==> src/rtl/lobm_ram.sv <==
// ---------------------------------------------------------------------------
// lobm_ram: generic single-write, single-read RAM
// One write port, one read port with registered read data.
// ---------------------------------------------------------------------------
module lobm_ram #(
  parameter int WIDTH = 8,
  parameter int DEPTH = 32
) (
  input  logic                     clk,
  input  logic                     we,
  input  logic [$clog2(DEPTH)-1:0] waddr,
  input  logic [WIDTH-1:0]         wdata,
  input  logic [$clog2(DEPTH)-1:0] raddr,
  output logic [WIDTH-1:0]         rdata
);

  logic [WIDTH-1:0] mem [DEPTH];

  always_ff @(posedge clk) begin
    if (we) begin
      mem[waddr] <= wdata;
    end
    rdata <= mem[raddr];
  end

endmodule

==> config.mk <==
export PLATFORM = sky130hd
export DESIGN_NAME = lobm_ram
export DESIGN_NICKNAME = d
export VERILOG_FILES = /design/src/rtl/lobm_ram.sv
export SDC_FILE = /design/constraint.sdc
export NUM_CORES = 1
export LEC_CHECK = 0
export BUFFER_PORTS_ARGS = -buffer_cell sky130_fd_sc_hd__buf_2
export CAP_MARGIN = 20
export CORE_UTILIZATION = 60
export CTS_BUF_LIST = sky130_fd_sc_hd__clkbuf_8 sky130_fd_sc_hd__clkbuf_16
export CTS_CLUSTER_SIZE = 8
export DETAILED_ROUTE_END_ITERATION = 16
export GPL_TIMING_DRIVEN = 0
export PLACE_DENSITY = 0.86
export SLEW_MARGIN = 20
export SYNTH_ARGS = -nofsm -noshare
export SYNTH_HDL_FRONTEND = slang
export SYNTH_SLANG_ARGS = --single-unit
==> constraint.sdc <==
create_clock -name clk -period 2.5 [get_ports clk]
set_clock_uncertainty 0.15 [all_clocks]
set_input_delay 0.125 -clock clk [delete_from_list [all_inputs] [get_ports clk]]
set_output_delay 0.125 -clock clk [all_outputs]
set_load 0.02 [all_outputs]
==> results.md, run 1 <==
* Hold Crit Class: input port to flop
* Finished Cell Area at 11,500 um^2
* Iter 0 DRT Violations at 697
* All-Layer GR Usage at 0.258
* Post-synth top cells: edfxtp_1 (256), mux4_2 (80), nor2_1 (33)
* CTS Buffer Depth at 3
* Worst Setup Start Kind: input port
* Rows at 46
* Asr flop ratio synth at 0
* Top-count cell post-synth: edfxtp_1
* Sequential share of the synthesized area at 0.781
* PwrDens at 861 nW/um^2
* Post-CTS Setup Bufs at 0
* Clk slew on worst S/H paths at 0.05 ns
* Congestion Overflow GR at 0
* Post-DR wirelength/cell at 29.9 um
* CTS tree: built
* Synth unique cells at 15
* TritonCTS Buffers at 38
* Initial Util at 0.624
* Port Buf Inserts at 22
* Crit end category: flop
* Tot Pwr at 9880 uW
* Crit path to: rdata[5]$_DFF_P_
* Post-CTS sizing at 0
* Critical path class: input port to flop
* CTS Root Cell: clkbuf_16
* Setup TNS at 0 ns
* Largest cells by area after synthesis: edfxtp_1 (76%), mux4_2 (18%), dfxtp_1 (1.6%)
* DRC viols at 0
* # IOs at 28
* Nets at 499
* Synthesis Warnings at 0
* RR Endpoint: rdata[2]$_DFF_P_
* Hold Startpoint: wdata[6]
* First-pass GRT wire length at 31,500 um
* Clk_lat worst skew at 0.50 ns
* Syn_nets at 437
* Die height at 131 um
* Fin. Hold Viols at 0
* Leak at 0.00366 uW
* Antenna Cells at 0
* Main synth FF type: edfxtp_1
* WHS at 0.0266 ns
* Arr. time, crit path at 2.56 ns
* Final WL at 21,200 um
* Die Footprint at 17,300 um^2
* Crit path max fanout at 10
* Syn Std Cell Area at 10,100 um^2
* Period utilization at 0.939
* Vias in the first global route at 4,994
* Max frequency at 0.426 GHz
* First-pass DRT Iterations at 4
* Max VDD drop at 0.607 mV
* Period minus WS final at 2.35 ns
* Clk sinks at 264
* WP data required at 2.72 ns
* GP Congestion at 0.788
* Vias per cell at 6.73
* Post-Syn Area per Cell at 24.1 um^2
* Antenna violations before repair at 2
* Area after DPL at 10,400 um^2
* Number of enable flip-flop cells after synthesis at 256
* Final setup viols at 0
* Area grow syn2layout at 14.1%
* Pin count of the biggest net entering global routing at 33
* Unrepaired setup endpoints after global routing: no
* Share of post-route cells with drive strength above 1 at 0.327
* HPWL after detailed placement at 12,200 um
* Final design utilization at 0.712
* Yosys top cell area share at 0.765
* Syn Inst Count at 417
* Synth area leader: edfxtp_1
* Hold Buf Count CTS at 0
* Slew @ Worst Pin at 0.865 ns
* Pins Over Slew Limit at 0
* Via count at 4,764
* DRT antenna net count at 0
* Beginning of the critical path: raddr[2]
* Max-cap viol count at 0
* H-tree depth at 2
* Worst-case reg-to-reg path depth at 3
* FF-to-FF Start: mem[24][2]$_DFFE_PP_
* Core ar. at 16,100 um^2
* Die X-Extent at 131 um
* Worst slew margin at 0.421
* Synthesis-stage register bit count at 264
* Setup slack, reg-to-reg at 0.45 ns
* Outcome: complete, no violations
[flip-flops by register name, summed over array words and instances, names as in the netlist]
signal  count
mem       256
rdata       8
[layout by cell type (no fill, tap or decap), types with 6 or more instances in the layout]
| master | netlist | final |
|---|---|---|
| edfxtp_1 | 256 | 256 |
| mux4_2 | 80 | 80 |
| clkbuf_16 | 0 | 39 |
| nor2_1 | 33 | 33 |
| buf_2 | 1 | 23 |
| inv_1 | 0 | 13 |
| mux2_2 | 8 | 8 |
| dfxtp_1 | 8 | 8 |
| buf_4 | 6 | 6 |
| clkbuf_1 | 6 | 6 |
| buf_1 | 6 | 6 |
[power breakdown]
| group | internal [uW] | switching, uW |
|---|---|---|
| sequential | 4930 | 19.9 |
| clock | 2750 | 1690 |
| combinational | 201 | 289 |
| total | 7880 | 1990 |
[per-layer routing]
metal	vias up	global-route usage	routed length, um
met5	-	0	27
met3	63	0.0502	2020
met4	4	0.118	789
met2	331	0.396	10000
met1	2466	0.365	8310
li1	1900	-	-
[through the flow]
step / std cells / setup slack [ns]
final: 708 / 0.153
after global routing: 708 / 0.116
after CTS: 708 / 0.207
after detailed placement: 655 / -0.272
after global placement: 655 / -0.242
after floorplan: 417 / 0.423
[worst max-delay path: stages]
cell,delay [ns]
clkbuf_1,0.43
clkbuf_1,0.69
mux4_2,0.47
mux4_2,0.54
mux2_2,0.30
[worst min path at each step]
stage | cells after the start | endpoint
after floorplan | 0 | mem[0][0]$_DFFE_PP_
after global placement | 1 | rdata[4]
after detailed placement | 1 | rdata[6]
after CTS | 1 | mem[4][6]$_DFFE_PP_
after global routing | 1 | mem[24][6]$_DFFE_PP_
final | 1 | mem[24][6]$_DFFE_PP_
[area by class of cell]
| type | instances | area [um^2] |
|---|---|---|
| timing repair buffer | 22 | 110 |
| fill | 896 | 4650 |
| sequential | 264 | 7850 |
| multi-input combinational | 133 | 2100 |
| clock buffer | 39 | 976 |
| buffer | 20 | 106 |
| tap | 216 | 270 |
| clock inverter | 14 | 57.6 |
[kinds of logic (layout without fill, tap and decap cells)]
family,count (synthesis),in the layout,share of synthesized area
buf+inv,20,95,0.0106
simple gates,45,45,0.0207
mux,88,88,0.188
flops,264,264,0.781
Note: power is estimated with default switching activity, not from simulation.
==> run 2: changes to the inputs <==
--- a/config.mk
+++ b/config.mk
@@ -7,12 +7,12 @@
 export LEC_CHECK = 0
 export BUFFER_PORTS_ARGS = -buffer_cell sky130_fd_sc_hd__buf_2
 export CAP_MARGIN = 20
-export CORE_UTILIZATION = 60
-export CTS_BUF_LIST = sky130_fd_sc_hd__clkbuf_8 sky130_fd_sc_hd__clkbuf_16
+export CORE_UTILIZATION = 58
+export CTS_BUF_LIST = sky130_fd_sc_hd__clkbuf_4
 export CTS_CLUSTER_SIZE = 8
 export DETAILED_ROUTE_END_ITERATION = 16
 export GPL_TIMING_DRIVEN = 0
-export PLACE_DENSITY = 0.86
+export PLACE_DENSITY = 0.87
 export SLEW_MARGIN = 20
 export SYNTH_ARGS = -nofsm -noshare
 export SYNTH_HDL_FRONTEND = slang
==> constraint.sdc (replaced) <==
create_clock -name clk -period 2.1 [get_ports clk]
set_clock_uncertainty 0.15 [all_clocks]
set_input_delay 0.105 -clock clk [delete_from_list [all_inputs] [get_ports clk]]
set_output_delay 0.105 -clock clk [all_outputs]
set_load 0.02 [all_outputs]
==> run 2 against run 1 <==
Against the previous run: worst setup slack lost 0.15 ns; final area fell by 1.0%; combinational power increased by 21%; sequential share of layout area increased by 0.71 points; critical path depth is the same; total power grew 3.8%; worst hold slack improved by 0.096 ns; non-clock buffer count grew 16; sequential cell count stayed put; die area up 3.4%; first-iteration DRC count is 15% lower; final cell count rose by 11%; critical path type unchanged; critical endpoint is now rdata[0]$_DFF_P_.
==> results.md, run 2 (synthesized netlist as in run 1, its figures left out) <==
* Outcome: complete, no violations
* Rows at 47
* Hold Path Stages at 4
* Crit path max fanout at 10
* Worst Setup Start Kind: input port
* Largest register by flop count: mem
* Clk sinks at 264
* Critical path class: input port to flop
* Die height at 134 um
* Port Buf Inserts at 22
* WP data required at 2.48 ns
* DRC viols at 0
* Period minus WS final at 2.10 ns
* Slew @ Worst Pin at 0.859 ns
* Non-Filler Instances at 787
* Biggest regs: mem (256), rdata (8)
* Worst slew margin at 0.427
* Pins Over Slew Limit at 0
* Area grow syn2layout at 12.9%
* Cell count after placement at 659
* GP Congestion at 0.742
* Core ar. at 16,800 um^2
* Max VDD drop at 0.397 mV
* DRT antenna net count at 0
* Clk_lat worst skew at 0.66 ns
* Pin count of the biggest net entering global routing at 33
* WHS at 0.123 ns
* Period utilization at 0.998
* Nets at 538
* First-pass GRT wire length at 29,500 um
* Highest routed layer: met4
* Crit end category: flop
* Finished Cell Area at 11,300 um^2
* Die X-Extent at 134 um
* Final setup viols at 0
* CTS tree: built
* CTS Root Cell: clkbuf_4
* Worst-case reg-to-reg path depth at 3
* Max-cap viol count at 0
* WL met1 at 7620 um
* Max reg flops at 256
* Commonest non-fill, non-tap cell in the layout: edfxtp_1
* Antenna violations before repair at 1
* Met3 routed WL at 1730 um
* Routed wl met2 at 9350 um
* Congestion Overflow GR at 0
* Unrepaired setup endpoints after global routing: no
* RR Endpoint: rdata[0]$_DFF_P_
* WHS Endpoint: rdata[2]$_DFF_P_
* Vias in the first global route at 4,947
* All-Layer GR Usage at 0.232
* CTS Buffer Depth at 3
* FF-to-FF Start: mem[29][0]$_DFFE_PP_
* Final WL at 19,300 um
* Post-CTS Setup Bufs at 0
* Max frequency at 0.477 GHz
* PwrDens at 903 nW/um^2
* Post-DR wirelength/cell at 24.5 um
* Via count at 4,847
* Initial Util at 0.600
* First-pass DRT Iterations at 5
* Setup slack, reg-to-reg at 0.06 ns
* Fin. Hold Viols at 0
* HPWL after detailed placement at 12,500 um
* Arr. time, crit path at 2.47 ns
* Most frequent cells in the layout: edfxtp_1 (256), clkbuf_4 (87), mux4_2 (80)
* TritonCTS Buffers at 61
* Tot Pwr at 10,300 uW
* Hold Crit Class: input port to flop
* Die Footprint at 17,900 um^2
* # IOs at 28
* Vias per cell at 6.16
* Area after DPL at 10,400 um^2
* Share of post-route cells with drive strength above 1 at 0.375
* H-tree depth at 2
* Leak at 0.00362 uW
* Final design utilization at 0.677
* Iter 0 DRT Violations at 593
* Hold Startpoint: raddr[0]
* Clk slew on worst S/H paths at 0.06 ns
==> run 2: changes by cell type in the layout (fill, tap and decap cells not counted), sizes merged <==
cell | previous run | this run
clkbuf | 45 | 93
clkinv | 0 | 24
diode | 0 | 1
dlygate4sd3 | 0 | 16
inv | 14 | 0
==> run 2: how the worst max path moves through the flow <==
stage / start / to / slack (ns) / depth (start not counted)
global placement: raddr[2] / rdata[1]$_DFF_P_ / -0.57 / 5
finish: raddr[2] / rdata[0]$_DFF_P_ / 0.005 / 5
global route: waddr[3] / mem[21][0]$_DFFE_PP_ / 0.0005 / 5
CTS: raddr[2] / rdata[0]$_DFF_P_ / 0.03 / 5
floorplan: raddr[2] / rdata[0]$_DFF_P_ / 0.04 / 5
detailed placement: raddr[2] / rdata[0]$_DFF_P_ / -0.64 / 5
==> run 2: power by group <==
group          internal, uW  switching [uW]
Clock                  1910            1870
Combinational           257             334
Sequential             5860            19.7
==> run 2: final cells by class <==
type,instances,area [um^2]
multi-input combinational,133,2100
sequential,264,7850
tap,220,275
antenna,1,2.50
clock inverter,24,95.1
timing repair buffer,38,270
fill,1000,5410
buffer,20,106
clock buffer,87,653
==> run 2: per-stage QoR <==
step	worst slack [ns]	setup TNS, ns
finish	0.00496	0
global route	0.000543	0
CTS	0.0334	0
detailed placement	-0.644	-6.29
global placement	-0.574	-4.53
floorplan	0.0426	0
==> run 2: routing by layer <==
layer  track usage  vias to the layer above
met1         0.325                     2477
met3        0.0525                       45
met4        0.0947                        0
li1              -                     2033
met5             0                        -
met2         0.360                      292
==> run 2: critical path, stage by stage <==
cell	delay (ns)
clkbuf_1	0.42
clkbuf_1	0.64
mux4_2	0.46
mux4_2	0.52
mux2_2	0.31
==> run 2: what timing repair did <==
item / 4_1_cts / 5_1_grt
hold buffers: 16 / 0
hold endpoints to repair: 330 / 0
resized for setup: 0 / 0
==> run 3: changes to the inputs <==
--- a/config.mk
+++ b/config.mk
@@ -12,7 +12,7 @@
 export CTS_CLUSTER_SIZE = 8
 export DETAILED_ROUTE_END_ITERATION = 16
 export GPL_TIMING_DRIVEN = 0
-export PLACE_DENSITY = 0.87
+export PLACE_DENSITY = 0.78
 export SLEW_MARGIN = 20
 export SYNTH_ARGS = -nofsm -noshare
 export SYNTH_HDL_FRONTEND = slang
==> run 3 against run 2 <==
Against the previous run: global-route usage rose by 0.063 points; sequential power about the same; fmax increased by 1.4%; worst hold slack worse by 0.013 ns; register-to-register slack better by 0.08 ns; combinational power about the same.
==> results.md, run 3 (synthesized netlist as in run 1, its figures left out) <==
* Hold Crit Class: input port to flop
* Cell count after placement at 659
* Period minus WS final at 2.07 ns
* All-Layer GR Usage at 0.233
* Non-Filler Instances at 787
* Biggest regs: mem (256), rdata (8)
* Slew @ Worst Pin at 0.835 ns
* Pin count of the biggest net entering global routing at 33
* Share of post-route cells with drive strength above 1 at 0.387
* CTS Buffer Depth at 3
* Rows at 47
* Core ar. at 16,800 um^2
* Arr. time, crit path at 2.42 ns
* Pins Over Slew Limit at 0
* Worst-case reg-to-reg path depth at 3
* HPWL after detailed placement at 12,100 um
* WP data required at 2.45 ns
* Via count at 4,705
* Finished Cell Area at 11,400 um^2
* Commonest non-fill, non-tap cell in the layout: edfxtp_1
* Worst Setup Start Kind: input port
* Congestion Overflow GR at 0
* Outcome: complete, no violations
* Die Footprint at 17,900 um^2
* Critical path class: input port to flop
* Clk slew on worst S/H paths at 0.06 ns
* Final setup viols at 0
* Fin. Hold Viols at 0
* WHS at 0.109 ns
* Die X-Extent at 134 um
* Nets at 543
* Crit end category: flop
* Clk_lat worst skew at 0.63 ns
* First-pass DRT Iterations at 5
* Final setup margin at 0.0332 ns
* Initial Util at 0.600
* Clk sinks at 264
* Most frequent cells in the layout: edfxtp_1 (256), clkbuf_4 (92), mux4_2 (80)
* Area after DPL at 10,400 um^2
* Post-CTS Setup Bufs at 0
* CTS tree: built
* Final WL at 19,200 um
* Dpl ws at -0.615 ns
* Iter 0 DRT Violations at 489
* Hold Path Stages at 4
* DRT antenna net count at 0
* Leak at 0.00364 uW
* Max frequency at 0.484 GHz
* # IOs at 28
* First-pass GRT wire length at 29,000 um
* Unrepaired setup endpoints after global routing: no
* Max reg flops at 256
* Period utilization at 0.984
* Largest register by flop count: mem
* Post-DR wirelength/cell at 24.4 um
* Filler cells at 1,037
* DRC viols at 0
* Crit path max fanout at 10
* Max-cap viol count at 0
* Worst slew margin at 0.441
* Max VDD drop at 0.420 mV
* CTS Root Cell: clkbuf_4
* Vias in the first global route at 5,040
* PwrDens at 915 nW/um^2
* Die height at 134 um
* Port Buf Inserts at 22
* Area grow syn2layout at 13.1%
* Vias per cell at 5.98
* H-tree depth at 3
* Antenna violations before repair at 1
* TritonCTS Buffers at 66
* GP Congestion at 0.829
## run 3: cell count changes in the layout (fill, tap and decap cells not counted), sizes merged
cell    before  now
buf         36   35
clkbuf      93   99
clkinv      24   17
inv          0    2
## run 3: worst paths after layout
| check | start | to | slack, ns |
|---|---|---|---|
| setup / recovery | raddr[2] | rdata[5]$_DFF_P_ | 0.03 |
| hold / removal | raddr[0] | rdata[7]$_DFF_P_ | 0.11 |
| setup reg to reg | mem[24][2]$_DFFE_PP_ | rdata[2]$_DFF_P_ | 0.14 |
| hold reg to reg | mem[3][7]$_DFFE_PP_ | rdata[7]$_DFF_P_ | 0.81 |
## run 3: worst max-delay path, stage by stage
cell	delay [ns]
clkbuf_1	0.37
buf_1	0.69
mux4_2	0.45
mux4_2	0.51
mux2_2	0.30
## run 3: per-stage QoR
stage / utilization / total power [uW] / TNS [ns]
global placement: 0.623 / 6530 / -5.77
finish: 0.678 / 10400 / 0
floorplan: - / 6320 / 0
CTS: 0.678 / 10500 / 0
global route: 0.678 / 10700 / 0
detailed placement: 0.623 / 6560 / -7.53
## run 3: layer usage
metal	vias to the layer above	GRT usage	routed length [um]
met5	-	0	0
met4	0	0.109	490
met3	33	0.0681	1880
met2	252	0.342	8940
met1	2377	0.327	7870
li1	2043	-	-
## run 3: timing repair
action / 4_1_cts / 5_1_grt
setup endpoints to repair: 0 / 8
resized for setup: 0 / 4
hold buffers: 16 / 0
hold endpoints to repair: 274 / 0
## run 3: cell type report
cell class / count / area [um^2] / area share
flip-flops and latches: 264 / 7850 / 0.690
multi-input cells: 133 / 2100 / 0.185
clock buffers: 92 / 691 / 0.0608
well taps: 220 / 275 / 0.0242
repair buffers: 38 / 270 / 0.0238
plain buffers: 20 / 109 / 0.00958
clock inverters: 19 / 73.8 / 0.00649
diodes: 1 / 2.50 / 0.000220
## run 3: report_power, final
| group | internal [uW] | switching [uW] |
|---|---|---|
| combinational | 258 | 334 |
| sequential | 5860 | 18.0 |
| clock | 2020 | 1920 |
